File: src/design/wavp_pkg.sv
// ----------------------------------------------------------------------------
// wavp_pkg
// Shared types and constants for the WAV header parser and PCM converter.
// ----------------------------------------------------------------------------
package wavp_pkg;

	localparam logic [31:0] MAGIC_RIFF = 32'h5249_4646;
	localparam logic [31:0] MAGIC_WAVE = 32'h5741_5645;
	localparam logic [31:0] MAGIC_FMT  = 32'h666D_7420;
	localparam logic [31:0] MAGIC_DATA = 32'h6461_7461;
	localparam logic [31:0] FMT_BODY_LEN = 32'd16;
	localparam logic [15:0] HIGH_BYTE_MASK = 16'hFF00;
	localparam logic [31:0] FILE_LENGTH_RESET = 32'hFFFF_FFFF;

	localparam logic [1:0] KIND_FORMAT = 2'd0;
	localparam logic [1:0] KIND_SAMPLE = 2'd1;
	localparam logic [1:0] KIND_REJECT = 2'd2;

	localparam logic [2:0] ERR_NOT_RIFF    = 3'd0;
	localparam logic [2:0] ERR_NOT_WAVE    = 3'd1;
	localparam logic [2:0] ERR_NO_FMT      = 3'd2;
	localparam logic [2:0] ERR_UNSUPPORTED = 3'd3;
	localparam logic [2:0] ERR_SHORT_FMT   = 3'd4;
	localparam logic [2:0] ERR_NO_DATA     = 3'd5;

	typedef enum logic [11:0] {
		PH_RIFF    = 12'h001,
		PH_RSIZE   = 12'h002,
		PH_WAVE    = 12'h004,
		PH_FMTID   = 12'h008,
		PH_FMTSIZE = 12'h010,
		PH_FMTBODY = 12'h020,
		PH_FMTSKIP = 12'h040,
		PH_CKID    = 12'h080,
		PH_CKSIZE  = 12'h100,
		PH_CKSKIP  = 12'h200,
		PH_DATA    = 12'h400,
		PH_DONE    = 12'h800
	} phase_t;

	typedef struct packed {
		logic [1:0]  kind;
		logic [2:0]  code;
		logic [15:0] word;
		logic [31:0] rate;
		logic [1:0]  chans;
		logic [4:0]  bits;
		logic [31:0] len;
	} result_t;

endpackage

File: src/design/wavp_parse.sv
// ----------------------------------------------------------------------------
// wavp_parse
// Per-byte parser state and next-state logic; builds the result of one byte.
// ----------------------------------------------------------------------------
module wavp_parse
	import wavp_pkg::*;
(
	input  logic        clk,
	input  logic        arst_n,
	input  logic        cfg_we,
	input  logic [31:0] cfg_wdata,
	input  logic        fire,
	input  logic [7:0]  data_byte,
	input  logic        first_byte,
	output logic        emit,
	output result_t     res
);

	logic [31:0] file_length_q;
	phase_t      phase_q;
	logic [31:0] field_q;
	logic [3:0]  bif_q;
	logic [31:0] name_q;
	logic [31:0] skip_q;
	logic [31:0] pos_q;
	logic [31:0] rem_q;
	logic [31:0] rate_q;
	logic [1:0]  chans_q;
	logic [4:0]  bits_q;
	logic        fmt_bad_q;
	logic        held_vld_q;
	logic [7:0]  held_q;

	phase_t      e_phase, nx_phase;
	logic [31:0] e_field, nx_field;
	logic [3:0]  e_bif, nx_bif, bif_inc;
	logic [31:0] e_name, nx_name, name_sh;
	logic [31:0] e_skip, nx_skip;
	logic [31:0] e_pos, nx_pos;
	logic [31:0] e_rem, nx_rem, rem_dec;
	logic [31:0] e_rate, nx_rate;
	logic [1:0]  e_chans, nx_chans;
	logic [4:0]  e_bits, nx_bits;
	logic        e_bad, nx_bad;
	logic        e_hvld, nx_hvld;
	logic [7:0]  e_held, nx_held;
	logic        word_done;
	logic [31:0] size_field, body_field, avail, clamp;
	logic [2:0]  off;
	logic        rej;
	logic [2:0]  rej_code;

	function automatic logic name_q_is_data(input logic [31:0] name);
		return name == MAGIC_DATA;
	endfunction

	always_comb begin
		e_phase = first_byte ? PH_RIFF : phase_q;
		e_field = first_byte ? '0 : field_q;
		e_bif   = first_byte ? '0 : bif_q;
		e_name  = first_byte ? '0 : name_q;
		e_skip  = first_byte ? '0 : skip_q;
		e_pos   = first_byte ? '0 : pos_q;
		e_rem   = first_byte ? '0 : rem_q;
		e_rate  = first_byte ? '0 : rate_q;
		e_chans = first_byte ? '0 : chans_q;
		e_bits  = first_byte ? '0 : bits_q;
		e_bad   = first_byte ? 1'b0 : fmt_bad_q;
		e_hvld  = first_byte ? 1'b0 : held_vld_q;
		e_held  = first_byte ? '0 : held_q;

		nx_phase = e_phase;
		nx_field = e_field;
		nx_bif   = e_bif;
		nx_name  = e_name;
		nx_skip  = e_skip;
		nx_rem   = e_rem;
		nx_rate  = e_rate;
		nx_chans = e_chans;
		nx_bits  = e_bits;
		nx_bad   = e_bad;
		nx_hvld  = e_hvld;
		nx_held  = e_held;
		nx_pos   = e_pos;
		if (e_phase != PH_DONE && e_pos != 32'hFFFF_FFFF) begin
			nx_pos = e_pos + 32'd1;
		end

		bif_inc   = e_bif + 4'd1;
		word_done = (bif_inc >= 4'd4);
		name_sh   = {e_name[23:0], data_byte};
		size_field = ((e_bif == 4'd0) ? 32'd0 : e_field)
			| ({24'd0, data_byte} << {e_bif[1:0], 3'b000});

		off = 3'd4;
		case (e_bif)
			4'd0, 4'd1: off = e_bif[2:0];
			4'd2, 4'd3: off = 3'(e_bif - 4'd2);
			4'd4, 4'd5, 4'd6, 4'd7: off = 3'(e_bif - 4'd4);
			4'd14, 4'd15: off = 3'(e_bif - 4'd14);
			default: off = 3'd4;
		endcase
		body_field = (e_bif == 4'd0 || e_bif == 4'd2 || e_bif == 4'd4 || e_bif == 4'd14)
			? 32'd0 : e_field;
		if (off < 3'd4) begin
			body_field = body_field | ({24'd0, data_byte} << {off[1:0], 3'b000});
		end

		avail = (file_length_q > nx_pos) ? (file_length_q - nx_pos) : 32'd0;
		clamp = (size_field > avail) ? avail : size_field;
		rem_dec = (e_rem != 32'd0) ? (e_rem - 32'd1) : 32'd0;

		rej      = 1'b0;
		rej_code = ERR_NOT_RIFF;
		emit     = 1'b0;
		res      = '0;

		case (e_phase)
			PH_RIFF, PH_WAVE, PH_FMTID, PH_CKID: begin
				nx_name = name_sh;
				nx_bif  = word_done ? 4'd0 : bif_inc;
				if (word_done) begin
					case (e_phase)
						PH_RIFF: begin
							if (name_sh != MAGIC_RIFF) begin
								rej = 1'b1;
								rej_code = ERR_NOT_RIFF;
							end else begin
								nx_phase = PH_RSIZE;
							end
						end
						PH_WAVE: begin
							if (name_sh != MAGIC_WAVE) begin
								rej = 1'b1;
								rej_code = ERR_NOT_WAVE;
							end else begin
								nx_phase = PH_FMTID;
							end
						end
						PH_FMTID: begin
							if (name_sh != MAGIC_FMT) begin
								rej = 1'b1;
								rej_code = ERR_NO_FMT;
							end else begin
								nx_phase = PH_FMTSIZE;
							end
						end
						default: nx_phase = PH_CKSIZE;
					endcase
				end
			end
			PH_RSIZE, PH_FMTSIZE, PH_CKSIZE: begin
				nx_field = size_field;
				nx_bif   = word_done ? 4'd0 : bif_inc;
				if (word_done) begin
					case (e_phase)
						PH_RSIZE: nx_phase = PH_WAVE;
						PH_FMTSIZE: begin
							if (size_field < FMT_BODY_LEN) begin
								rej = 1'b1;
								rej_code = ERR_SHORT_FMT;
							end else begin
								nx_skip  = size_field - FMT_BODY_LEN;
								nx_rate  = '0;
								nx_chans = '0;
								nx_bits  = '0;
								nx_bad   = 1'b0;
								nx_phase = PH_FMTBODY;
							end
						end
						default: begin
							if (name_q_is_data(e_name)) begin
								if (clamp == 32'd0) begin
									rej = 1'b1;
									rej_code = ERR_NO_DATA;
								end else begin
									emit      = 1'b1;
									res.kind  = KIND_FORMAT;
									res.rate  = e_rate;
									res.chans = e_chans;
									res.bits  = e_bits;
									res.len   = clamp;
									nx_rem    = clamp;
									nx_hvld   = 1'b0;
									nx_phase  = PH_DATA;
								end
							end else begin
								nx_skip  = size_field;
								nx_phase = (size_field != 32'd0) ? PH_CKSKIP : PH_CKID;
							end
						end
					endcase
				end
			end
			PH_FMTBODY: begin
				nx_field = body_field;
				nx_bif   = bif_inc;
				if (e_bif == 4'd1 && body_field != 32'd1) begin
					nx_bad = 1'b1;
				end
				if (e_bif == 4'd3) begin
					if (body_field > 32'd2) begin
						nx_bad = 1'b1;
					end else begin
						nx_chans = body_field[1:0];
					end
				end
				if (e_bif == 4'd7) begin
					nx_rate = body_field;
				end
				if (e_bif == 4'd15) begin
					nx_bif = 4'd0;
					if (body_field != 32'd8 && body_field != 32'd16) begin
						rej = 1'b1;
						rej_code = ERR_UNSUPPORTED;
					end else begin
						nx_bits = body_field[4:0];
						if (nx_bad) begin
							rej = 1'b1;
							rej_code = ERR_UNSUPPORTED;
						end else begin
							nx_phase = (e_skip != 32'd0) ? PH_FMTSKIP : PH_CKID;
						end
					end
				end
			end
			PH_FMTSKIP, PH_CKSKIP: begin
				nx_skip = (e_skip != 32'd0) ? (e_skip - 32'd1) : 32'd0;
				if (nx_skip == 32'd0) begin
					nx_phase = PH_CKID;
				end
			end
			PH_DATA: begin
				if (e_bits == 5'd16) begin
					if (e_hvld) begin
						emit     = 1'b1;
						res.kind = KIND_SAMPLE;
						res.word = (({data_byte, 8'd0}) & HIGH_BYTE_MASK) | {8'd0, e_held};
						nx_hvld  = 1'b0;
					end else begin
						nx_hvld = 1'b1;
						nx_held = data_byte;
					end
				end else begin
					emit     = 1'b1;
					res.kind = KIND_SAMPLE;
					res.word = ({data_byte ^ 8'h80, 8'd0}) & HIGH_BYTE_MASK;
				end
				nx_rem = rem_dec;
				if (rem_dec == 32'd0) begin
					nx_hvld  = 1'b0;
					nx_phase = PH_DONE;
				end
			end
			default: begin
				nx_phase = e_phase;
			end
		endcase

		// truncated header: file ends before the data chunk is reached
		if (!rej && !emit && nx_phase != PH_DATA && nx_phase != PH_DONE
				&& nx_pos >= file_length_q) begin
			rej = 1'b1;
			case (nx_phase)
				PH_RIFF, PH_RSIZE:    rej_code = ERR_NOT_RIFF;
				PH_WAVE:              rej_code = ERR_NOT_WAVE;
				PH_FMTID, PH_FMTSIZE: rej_code = ERR_NO_FMT;
				PH_FMTBODY:           rej_code = ERR_SHORT_FMT;
				default:              rej_code = ERR_NO_DATA;
			endcase
		end

		if (rej) begin
			emit     = 1'b1;
			res      = '0;
			res.kind = KIND_REJECT;
			res.code = rej_code;
			nx_phase = PH_DONE;
		end
	end

	always_ff @(posedge clk or negedge arst_n) begin
		if (!arst_n) begin
			file_length_q <= FILE_LENGTH_RESET;
		end else if (cfg_we) begin
			file_length_q <= cfg_wdata;
		end
	end

	always_ff @(posedge clk or negedge arst_n) begin
		if (!arst_n) begin
			phase_q    <= PH_RIFF;
			field_q    <= '0;
			bif_q      <= '0;
			name_q     <= '0;
			skip_q     <= '0;
			pos_q      <= '0;
			rem_q      <= '0;
			rate_q     <= '0;
			chans_q    <= '0;
			bits_q     <= '0;
			fmt_bad_q  <= 1'b0;
			held_vld_q <= 1'b0;
			held_q     <= '0;
		end else if (fire) begin
			phase_q    <= nx_phase;
			field_q    <= nx_field;
			bif_q      <= nx_bif;
			name_q     <= nx_name;
			skip_q     <= nx_skip;
			pos_q      <= nx_pos;
			rem_q      <= nx_rem;
			rate_q     <= nx_rate;
			chans_q    <= nx_chans;
			bits_q     <= nx_bits;
			fmt_bad_q  <= nx_bad;
			held_vld_q <= nx_hvld;
			held_q     <= nx_held;
		end
	end

endmodule

File: src/design/wavp_out_reg.sv
// ----------------------------------------------------------------------------
// wavp_out_reg
// Result register: holds one result until the downstream transfer completes.
// ----------------------------------------------------------------------------
module wavp_out_reg
	import wavp_pkg::*;
(
	input  logic    clk,
	input  logic    arst_n,
	input  logic    load,
	input  result_t res_in,
	input  logic    stall,
	output logic    free,
	output logic    valid,
	output result_t res_q
);

	logic valid_q;

	assign free  = !valid_q || !stall;
	assign valid = valid_q;

	always_ff @(posedge clk or negedge arst_n) begin
		if (!arst_n) begin
			valid_q <= 1'b0;
		end else if (load) begin
			valid_q <= 1'b1;
		end else if (!stall) begin
			valid_q <= 1'b0;
		end
	end

	always_ff @(posedge clk) begin
		if (load) begin
			res_q <= res_in;
		end
	end

endmodule

File: src/design/wav_header_parse_and_pcm_convert.sv
// ----------------------------------------------------------------------------
// wav_header_parse_and_pcm_convert
// WAV header parser with PCM to 16-bit big-endian sample conversion.
// ----------------------------------------------------------------------------
// Takes one file byte per cycle. A byte is registered on transfer and processed
// by the parser in the following cycle; any result it causes is loaded into the
// result register once that register is free, and result valid is registered.
// The parser sustains one byte per clock; input stalls only while a byte that
// produces a result waits for a stalled result register.
// Write file_length while idle; first_byte restarts parsing for a new file.
module wav_header_parse_and_pcm_convert
	import wavp_pkg::*;
(
	input  logic        clk,
	input  logic        arst_n,
	input  logic        cfg_we,
	input  logic [31:0] cfg_wdata,
	input  logic        byte_valid,
	output logic        byte_stall,
	input  logic [7:0]  data_byte,
	input  logic        first_byte,
	output logic        result_valid,
	input  logic        result_stall,
	output logic [1:0]  result_kind,
	output logic [2:0]  error_code,
	output logic [15:0] sample_word,
	output logic [31:0] sample_hz,
	output logic [1:0]  channel_count,
	output logic [4:0]  sample_bits,
	output logic [31:0] data_length
);

	logic       valid_s1;
	logic [7:0] byte_s1;
	logic       first_s1;
	logic       emit;
	logic       out_free;
	logic       fire_s1;
	result_t    res_s1;
	result_t    res_q;

	assign fire_s1    = valid_s1 && (!emit || out_free);
	assign byte_stall = valid_s1 && !fire_s1;

	always_ff @(posedge clk or negedge arst_n) begin
		if (!arst_n) begin
			valid_s1 <= 1'b0;
		end else if (byte_valid && !byte_stall) begin
			valid_s1 <= 1'b1;
		end else if (fire_s1) begin
			valid_s1 <= 1'b0;
		end
	end

	always_ff @(posedge clk) begin
		if (byte_valid && !byte_stall) begin
			byte_s1  <= data_byte;
			first_s1 <= first_byte;
		end
	end

	wavp_parse u_parse (
		.clk        (clk),
		.arst_n     (arst_n),
		.cfg_we     (cfg_we),
		.cfg_wdata  (cfg_wdata),
		.fire       (fire_s1),
		.data_byte  (byte_s1),
		.first_byte (first_s1),
		.emit       (emit),
		.res        (res_s1)
	);

	wavp_out_reg u_out (
		.clk    (clk),
		.arst_n (arst_n),
		.load   (fire_s1 && emit),
		.res_in (res_s1),
		.stall  (result_stall),
		.free   (out_free),
		.valid  (result_valid),
		.res_q  (res_q)
	);

	assign result_kind   = res_q.kind;
	assign error_code    = res_q.code;
	assign sample_word   = res_q.word;
	assign sample_hz     = res_q.rate;
	assign channel_count = res_q.chans;
	assign sample_bits   = res_q.bits;
	assign data_length   = res_q.len;

`ifndef SYNTH
	a_stall_needs_item: assert property (@(posedge clk) disable iff (!arst_n)
		byte_stall |-> valid_s1)
		else $error("input stalled with empty stage");

	a_no_overwrite: assert property (@(posedge clk) disable iff (!arst_n)
		(valid_s1 && emit && result_valid && result_stall) |-> !fire_s1)
		else $error("result register overwritten while stalled");

	a_code_only_on_reject: assert property (@(posedge clk) disable iff (!arst_n)
		(result_valid && result_kind != KIND_REJECT) |-> (error_code == ERR_NOT_RIFF))
		else $error("error code set on non-reject result");

	a_format_has_data: assert property (@(posedge clk) disable iff (!arst_n)
		(result_valid && result_kind == KIND_FORMAT) |-> (data_length != 32'd0))
		else $error("format result with empty data");
`endif

endmodule

File: config.mk
export PLATFORM = sky130hd
export DESIGN_NAME = wav_header_parse_and_pcm_convert
export DESIGN_NICKNAME = d
export VERILOG_FILES = /design/src/design/wavp_pkg.sv /design/src/design/wavp_parse.sv /design/src/design/wavp_out_reg.sv /design/src/design/wav_header_parse_and_pcm_convert.sv
export SDC_FILE = /design/constraint.sdc
export NUM_CORES = 1
export LEC_CHECK = 0
export BUFFER_PORTS_ARGS = -buffer_cell sky130_fd_sc_hd__buf_4
export CAP_MARGIN = 20
export CORE_ASPECT_RATIO = 0.7
export CORE_UTILIZATION = 50
export CTS_BUF_LIST = sky130_fd_sc_hd__clkbuf_8 sky130_fd_sc_hd__clkbuf_16
export CTS_CLUSTER_DIAMETER = 150
export DETAILED_ROUTE_END_ITERATION = 10
export PLACE_DENSITY = 0.73
export SYNTH_ARGS = -nofsm -noshare
export SYNTH_HDL_FRONTEND = slang
export SYNTH_SLANG_ARGS = --single-unit
export TNS_END_PERCENT = 100
File: constraint.sdc
create_clock -name clk -period 16.1 [get_ports clk]
set_input_delay 2.415 -clock clk [delete_from_list [all_inputs] [get_ports clk]]
set_output_delay 2.415 -clock clk [all_outputs]
set_load 0.005 [all_outputs]
# --- Word-level counts from Yosys, hierarchy flattened ---
# Cells that the tools add are included.
word_totals:
  register_bits: 360
  inputBits: 46
classes:
  n_shift: 2
  eq_ne: 39
  magnitude_cmp: 7
  add_sub_neg: 9
  reduce_logical: 45
  mux: 139
  bitwise_logic: 10
op_table:
  columns: ["operator", "n"]
  rows:
  - ["32-bit 2-to-1 mux", 26]
  - ["32-bit case mux with 2 select lines", 5]
  - ["12-bit 2-to-1 mux", 15]
  - ["32-bit zero test", 3]
  - ["32-bit by 31-bit != test with 1-bit output, second input constant", 3]
  - ["32-bit nonzero test", 3]
  - ["32-bit > comparator", 2]
  - ["32-bit bitwise OR", 2]
  - ["8-bit by 5-bit left shift with 32-bit output", 2]
  - ["32-bit by 1-bit subtractor with 32-bit output, second input constant", 2]
  - ["12-bit case mux with 5 select lines", 1]
  - ["1-bit 2-to-1 mux", 42]
  - ["8-bit 2-to-1 mux", 5]
  - ["12-bit case mux with 3 select lines", 1]
  - ["32-bit by 1-bit adder with 32-bit output, second input constant", 1]
  - ["32-bit by 31-bit equality test with 1-bit output, second input constant", 1]
  - ["32-bit >= comparator", 1]
  - ["32-bit by 2-bit > comparator with 1-bit output, second input constant", 1]
  - ["32-bit by 5-bit less-than comparator with 1-bit output, second input constant", 1]
  - ["16-bit 2-to-1 mux", 2]
  - ["32-bit by 1-bit != test with 1-bit output, second input constant", 1]
  - ["32-bit != test, second input constant", 1]
  - ["32-bit by 4-bit != test with 1-bit output, second input constant", 1]
  - ["32-bit by 5-bit != test with 1-bit output, second input constant", 1]
  - ["other kinds (51)", 128]

# --- Depth between registers and ports, before layout ---
# Gate-level depths: netlist (run 1).
logic_depth:
  ltp_word: 33
  depth_mapped: 50

# --- Hierarchy ---
# A second synthesis (run 1) with hierarchy kept.
hier_totals:
  hier_cells: 2983
  hier_area_um2: 25385.6
by_module_without_submodules:
  columns: ["module", "instances", "cells_each", "seq_area_each_um2", "area_each_um2"]
  rows:
  - ["wavp_parse", 1, 2870, 6472.5, 22236.3]
  - ["wavp_out_reg", 1, 95, 2787.7, 2798.9]
  - ["wav_header_parse_and_pcm_convert", 1, 18, 295.3, 350.3]

# --- Worst setup path after synthesis (run 1) ---
# OpenSTA, ideal clock, no wires.
synth_timing:
  path_kind: "register to register"
  startpoint: "register first_s1"
  endpoint: "register u_out.res_q[0] (netlist name)"
  setup_ps: 575
  slack_ps: 2024
  arrival_ps: 13501
  path_stages_with_launch: 45
  n_path_buf: 14
  required_ps: 15525
  synth_period_minus_slack_ps: 14076
  cell_sequence: "edfxtp_1 > buf_2 > buf_4 > buf_4 > buf_2 > buf_4 > buf_2 > buf_2 > buf_1 > clkbuf_1 > clkbuf_1 > nor2b_1 > ha_1 > nand3_1 > nor3_1 > a41oi_1 > and4_1 > clkbuf_1 > [9 not listed] > nor3b_1 > o21ai_0 > clkbuf_1 > or2_2 > ha_1 > nand4_1 > or4_1 > a21oi_1 > o31ai_1 > a21o_1 > nand4b_1 > o211ai_1 > o21ai_0 > nor4_1 > nor3_2 > a21o_2 > buf_4 > a21oi_1"
synth_between:
  elab_chain_len: 29
synth_rtl:
  columns: ["item", "line_no", "text"]
  rows:
  - ["start, declared", "wav_header_parse_and_pcm_convert.sv:35", "logic first_s1;"]
  - ["start signal, assigned", "wav_header_parse_and_pcm_convert.sv:58", "first_s1 <= first_byte;"]
  - ["branches (longest 24 deep; another with 32-bit by 1-bit adder with 32-bit output)", null, null]
  - ["1-bit 2-to-1 mux (*)", "wavp_parse.sv:273", "if (rej) begin"]
  - ["1-bit zero test", "wav_header_parse_and_pcm_convert.sv:42", "assign fire_s1 = valid_s1 && (!emit || out_free);"]
  - ["1-bit logical OR", "wav_header_parse_and_pcm_convert.sv:42", null]
  - ["1-bit logical AND", "wav_header_parse_and_pcm_convert.sv:42", null]
  - ["1-bit logical AND (*)", "wav_header_parse_and_pcm_convert.sv:77", ".load (fire_s1 && emit),"]
  - ["named net u_out.load", "wavp_out_reg.sv:10", "input logic load,"]
# Mark *: on every way through the listed nets, which the timed path passes. The select of a mux whose other input is x is not followed.
# A chain may end at the register's enable or synchronous reset.

# --- Worst setup path after layout (run 1) ---
layout_timing:
  startpoint: "register first_s1"
  endpoint: "output byte_stall"
layout_between:
  elab_chain_len: 30
layout_rtl:
  columns: ["item", "line_no", "text"]
  rows:
  - ["branches (longest 24 deep; another with 32-bit by 1-bit adder with 32-bit output)", null, null]
  - ["1-bit 2-to-1 mux (*)", "wavp_parse.sv:273", null]
  - ["1-bit zero test (*)", "wav_header_parse_and_pcm_convert.sv:42", null]
  - ["1-bit logical OR (*)", "wav_header_parse_and_pcm_convert.sv:42", null]
  - ["1-bit logical AND (*)", "wav_header_parse_and_pcm_convert.sv:42", null]
  - ["1-bit zero test (*)", "wav_header_parse_and_pcm_convert.sv:43", "assign byte_stall = valid_s1 && !fire_s1;"]
  - ["1-bit logical AND (*)", "wav_header_parse_and_pcm_convert.sv:43", null]
  - ["end, declared", "wav_header_parse_and_pcm_convert.sv:19", "output logic byte_stall,"]
# Every way passes the cells marked *. The select of a mux whose other input is x is not followed.

==> results.yml, run 1 <==
outcome:
  outcome: "complete, no violations"
synth:
  async_reset_ff_share_pct: 71.9
  syn_avg_cell_area_um2: 8.36
  ys_warn_count: 0
  yosys.area.top_type: "dfrtp_1"
  yosys.cell_count.top_type: "nand2_1"
  synth_cell_type_count: 102
  synth_top_area_share_pct: 21.5
  synth_nets: 3271
  ys_seq_area_share_pct: 36.3
  ys.flop_type: "dfrtp_1"
  synth_common_cells: "347 x nand2_1, 319 x nor2_1, 226 x dfrtp_1, 219 x o21ai_0, 199 x a21oi_1"
  netlist_instances: 3148
  ys_ff_latch: 360
  synth_area_leaders: "dfrtp_1 21%, edfxtp_1 12%, nand2_1 5.0%"
  netlist_area_mm2: 0.0263
  synth_edf_count: 101
worst_setup_path:
  cpPeakStageDelay_ps: 960
  path_buf_inv: 2
  crit_slowest_cell: "nor3b_1"
  startpoint_type: "flop"
  crit_arrival_ps: 11880
  crit_fanout: 98
  end_kind: "output port"
  crit_type: "flop to output port"
  required_ps: 13690
  path_delay_family: "simple AND/OR/NAND/NOR gates"
  reg2reg_slack_ps: 3000
cells_and_area:
  stdcell_area_mm2: 0.0291
  fillCellCount: 4649
  syn_to_final_growth_pct: 10.7
  layout-drive-gt1-share_pct: 13.5
  nNetsFinal: 3274
  regArea_mm2: 0.00956
  multi_input_area_mm2: 0.0156
  final_util_pct: 56.7
clocking:
  clk_pin_slew_worst_paths_ps: 60
  cts_hold_buffers: 0
  clkLatencyLatePin_ps: 580
  cts_buffer_depth: 3
  cts_max_level: 2
  cts.sinks: 360
  postCtsResizedCells: 0
  cts_tree: "done"
  cts_setup_buffers: 0
  cts_buffers: 39
  root_buffer: "clkbuf_16"
routing:
  firstDrtPassIters: 6
  routed_wl_mm: 105
  vias: 26811
  ant_nets: 0
  drc: 0
  drt-wirelength-per-cell_um: 27.2
  dr.first_iter.drc_count: 4186
  vias_per_cell: 6.95
timing:
  worst_pin_slew_ps: 1140
  fin_crit_sh_pct: 88.8
  fmax_ghz: 0.0700
  grt_setup_unrepaired: "false"
  worst_clock_skew_ps: 17.1
  fin_crit_ps: 14290
  hold_viol_final: 0
  slew_headroom_pct: 23.8
  setup_viol: 0
  timing.final.max_slew_violations: 0
  finalWorstSetupSlack_ps: 1810
  setup-tns-final_ps: 0
flow_run:
  maxCapViolCount: 0
grt:
  overflow: 0
  grt_pass1_wl_mm: 159
  grt_max_degree: 154
  grtUsageTotal_pct: 38.5
  grt_pass1_vias: 24458
  antenna_found_initial: 2
min_path:
  hp-class: "flop to flop"
floorplanning:
  fp.dieArea_mm2: 0.0536
  core_mm2: 0.0514
  start_util_pct: 51.2
  die_w_um: 276
  fp.dieH_um: 194
  io-pin-count: 140
  num_rows: 69
place:
  hpwl_mm: 77.6
  numPortBuffers: 139
  pre_cts_ws_ps: 2730
  placedInstanceArea_mm2: 0.0278
  gp_congestion: 1.05
power_and_ir_drop:
  p_leak_nw: 11.7
  powerDensity_mw_per_mm2: 120
  vdd_drop_max_mv: 0.0856
==> state kept, by name, indices dropped and copies added, names as in the netlist, 5 cells and up <==
register,count
u_parse.field_q,32
u_parse.rem_q,32
u_parse.bits_q,5
u_parse.pos_q,32
u_parse.rate_q,32
byte_s1,8
u_parse.name_q,32
u_parse.held_q,8
u_parse.file_length_q,32
u_parse.skip_q,32
u_out.res_q,92
u_parse.phase_q,12
==> worst reg2reg max path, delay by kind of cell, from the launching register on <==
kind,cells,cell delay (ps)
fa+ha+maj,2,760
xor+xnor,1,120
flops,1,410
simple gates,20,7170
compound gates,10,3730
buf+inv,2,780
==> cell usage in the layout (no fill, tap or decap), types with 12 or more instances in the layout <==
master / n
o2bb2ai_1: 29
ha_1: 76
o21ai_0: 219
nor3b_1: 20
dfrtp_1: 226
a21o_1: 27
o22ai_1: 39
and2_1: 41
a31oi_1: 36
inv_1: 63
dfstp_2: 33
edfxtp_1: 101
nor2_1: 317
nand2_1: 347
and3_1: 57
a22o_1: 95
or4_1: 27
o21ai_1: 20
a22oi_1: 60
buf_4: 196
nand3_1: 68
nor4b_1: 15
xor2_1: 27
a211o_1: 12
nand2b_1: 19
nor4_1: 60
a221oi_1: 38
or3_1: 27
xnor2_1: 65
a211oi_1: 20
a21oi_1: 198
mux2_2: 53
mux2i_1: 18
o31ai_1: 25
clkbuf_16: 40
nor2b_1: 45
or2_2: 31
nand4_1: 53
nor3_1: 68
o211ai_1: 27
==> through the flow <==
stage	hold slack, ps	total power, mW	cells
after detailed placement	466	2.52	3783
final	480	3.50	3858
after global routing	492	3.66	3855
after global placement	468	2.51	3782
after CTS	485	3.46	3854
after floorplan	448	2.04	3148
==> final cells by class <==
| type | count | area share (%) |
|---|---|---|
| Clock buffer | 43 | 3.58 |
| Antenna cell | 3 | 0.0258 |
| Clock inverter | 28 | 0.898 |
| Inverter | 60 | 0.778 |
| Sequential cell | 360 | 32.8 |
| Tap cell | 674 | 2.90 |
| Timing Repair Buffer | 204 | 5.48 |
| Multi-Input combinational cell | 2486 | 53.5 |
==> worst paths after layout <==
path | start | to | cells after the start
max in group asynchronous | arst_n | u_parse.rate_q[29] | 2
setup reg to reg | first_s1 | u_parse.bif_q[2] | 35
hold reg to reg | u_parse.rate_q[24] | u_parse.rate_q[24] | 1
min in group asynchronous | arst_n | u_parse.rem_q[6] | 1
setup / recovery | first_s1 | byte_stall | 33
hold / removal | u_parse.rate_q[24] | u_parse.rate_q[24] | 1
==> cell families (layout without fill, tap and decap cells) <==
kind of cell / Yosys count / count (layout) / synth area share (%)
AO/OA/AOI/OAI: 987 / 987 / 25.3
multiplexers: 72 / 72 / 3.01
buffers and inverters: 302 / 335 / 4.69
AND/OR/NAND/NOR: 1258 / 1258 / 23.9
flip-flops: 360 / 360 / 36.3
XOR/XNOR: 92 / 92 / 3.06
other: 0 / 3 / 0
adder cells (fa/ha/maj): 77 / 77 / 3.69
==> power breakdown <==
group          leakage (nW)  total [mW]  internal, mW  switching [mW]
Sequential             4.30        1.18          1.05           0.129
Clock                 0.655       0.934         0.534           0.400
Combinational          6.78        1.39         0.463           0.924
Total                  11.7        3.50          2.05            1.45
==> routing by layer <==
metal / wire length (um) / global-route usage, %
met5: 13 / 0
met4: 2550 / 9.58
met3: 14400 / 11.8
met2: 40300 / 50.5
met1: 47600 / 59.9
No activity file was read; power rests on OpenSTA's default activity.
==> inputs of run 2 (changes only) <==
- CORE_UTILIZATION: 50 -> 40
- PLACE_DENSITY: 0.73 -> 0.62
==> results.yml, run 2 (synthesis results as in run 1) <==
outcome:
  outcome: "complete, no violations"
worst_setup_path:
  crit_type: "flop to output port"
  startpoint_type: "flop"
  crit_slowest_cell: "a21o_2"
  required_ps: 13690
  cpPeakStageDelay_ps: 810
  crit_arrival_ps: 11360
  end_kind: "output port"
  crit_fanout: 59
timing:
  slew_headroom_pct: 23.9
  hold_viol_final: 0
  setup_viol: 0
  fmax_ghz: 0.0726
  fin_crit_sh_pct: 85.5
  worst_pin_slew_ps: 1140
  fin_crit_ps: 13770
  grt_setup_unrepaired: "false"
  timing.final.max_slew_violations: 0
  worst_clock_skew_ps: 29.6
  setup-tns-final_ps: 0
place:
  hpwl_mm: 75.8
  numPortBuffers: 139
  gp_congestion: 1.03
cells_and_area:
  largest_reg_flops: 92
  multi_input_area_mm2: 0.0156
  regArea_mm2: 0.00956
  layout_commonest_cell: "nand2_1"
  fillCellCount: 6388
  mostFrequentLayoutCells: "347 x nand2_1, 317 x nor2_1, 226 x dfrtp_1"
  final_util_pct: 45.6
  nNetsFinal: 3291
  largest_register: "u_out.res_q"
  syn_to_final_growth_pct: 12.5
  layout-drive-gt1-share_pct: 14.0
clocking:
  cts_hold_buffers: 0
  cts_buffers: 41
  cts_tree: "done"
  cts_buffer_depth: 3
  cts.sinks: 360
  clk_pin_slew_worst_paths_ps: 70
  cts_max_level: 2
  cts_setup_buffers: 0
  postCtsResizedCells: 0
  root_buffer: "clkbuf_16"
  clkLatencyLatePin_ps: 600
floorplanning:
  core_mm2: 0.0649
  num_rows: 78
  io-pin-count: 140
  die_w_um: 309
  start_util_pct: 40.5
  fp.dieH_um: 217
  fp.dieArea_mm2: 0.0668
routing:
  dr.first_iter.drc_count: 3408
  ant_nets: 0
  vias_per_cell: 6.51
  routed_wl_mm: 105
  drt-wirelength-per-cell_um: 25.6
  firstDrtPassIters: 6
  vias: 26571
  drc: 0
power_and_ir_drop:
  p_leak_nw: 11.9
  powerDensity_mw_per_mm2: 121
  vdd_drop_max_mv: 0.0822
  finalPower_mw: 3.58
grt:
  grt_max_degree: 74
  grt_pass1_wl_mm: 159
  antenna_found_initial: 0
  grtUsageTotal_pct: 31.0
  overflow: 0
  grt_pass1_vias: 24916
flow_run:
  maxCapViolCount: 0
min_path:
  hp-class: "flop to flop"
-- run 2: critical path, delay by kind of cell (launching register included) --
kind                       cells  cell delay (ps)
xor gates and xnor gates       1              120
buffers and inverters          1              190
adders and majority gates      2              760
DFF                            1              520
AOI/OAI and AO/OA              7             2900
and+or+nand+nor               21             6240
-- run 2: final timing paths --
path	start	endpoint	slack, ps	cells past startpoint
max	first_s1	byte_stall	2330	32
min	u_parse.rate_q[20]	u_parse.rate_q[20]	480	1
max reg2reg	first_s1	u_parse.held_q[0]	3620	33
min reg2reg	u_parse.rate_q[20]	u_parse.rate_q[20]	480	1
max in group asynchronous	arst_n	u_parse.name_q[14]	12880	2
min in group asynchronous	arst_n	u_parse.rem_q[15]	1790	1
-- run 2: per-stage QoR --
step | hold WS, ps | cell area [um2] | worst slack [ps] | instances
global route | 495 | 29600 | 1620 | 4081
CTS | 485 | 29500 | 2540 | 4074
finish | 480 | 29600 | 2330 | 4083
global placement | 468 | 28100 | 3480 | 3996
floorplan | 448 | 26300 | 2020 | 3148
detailed placement | 468 | 28100 | 3230 | 3998
-- run 2: report_power, final --
group	internal, mW	switching, mW
combinational	0.462	0.914
sequential	1.05	0.120
clock	0.598	0.432
total	2.11	1.47
-- run 2: final cells by class --
cell class | count | share of cell area (%)
multi-input cells | 2486 | 52.7
inverters | 60 | 0.765
well taps | 880 | 3.72
clock buffers | 45 | 3.73
repair buffers | 219 | 5.58
clock inverters | 31 | 1.20
flip-flops and latches | 360 | 32.3
diodes | 2 | 0.0169
-- run 2: per-layer routing --
layer	up-vias	part of all wire, %	track usage [%]
li1	11856	-	-
met1	12952	44	45.2
met2	1532	41	44.0
met3	231	11	7.59
met4	0	3.9	11.2
met5	-	0	0
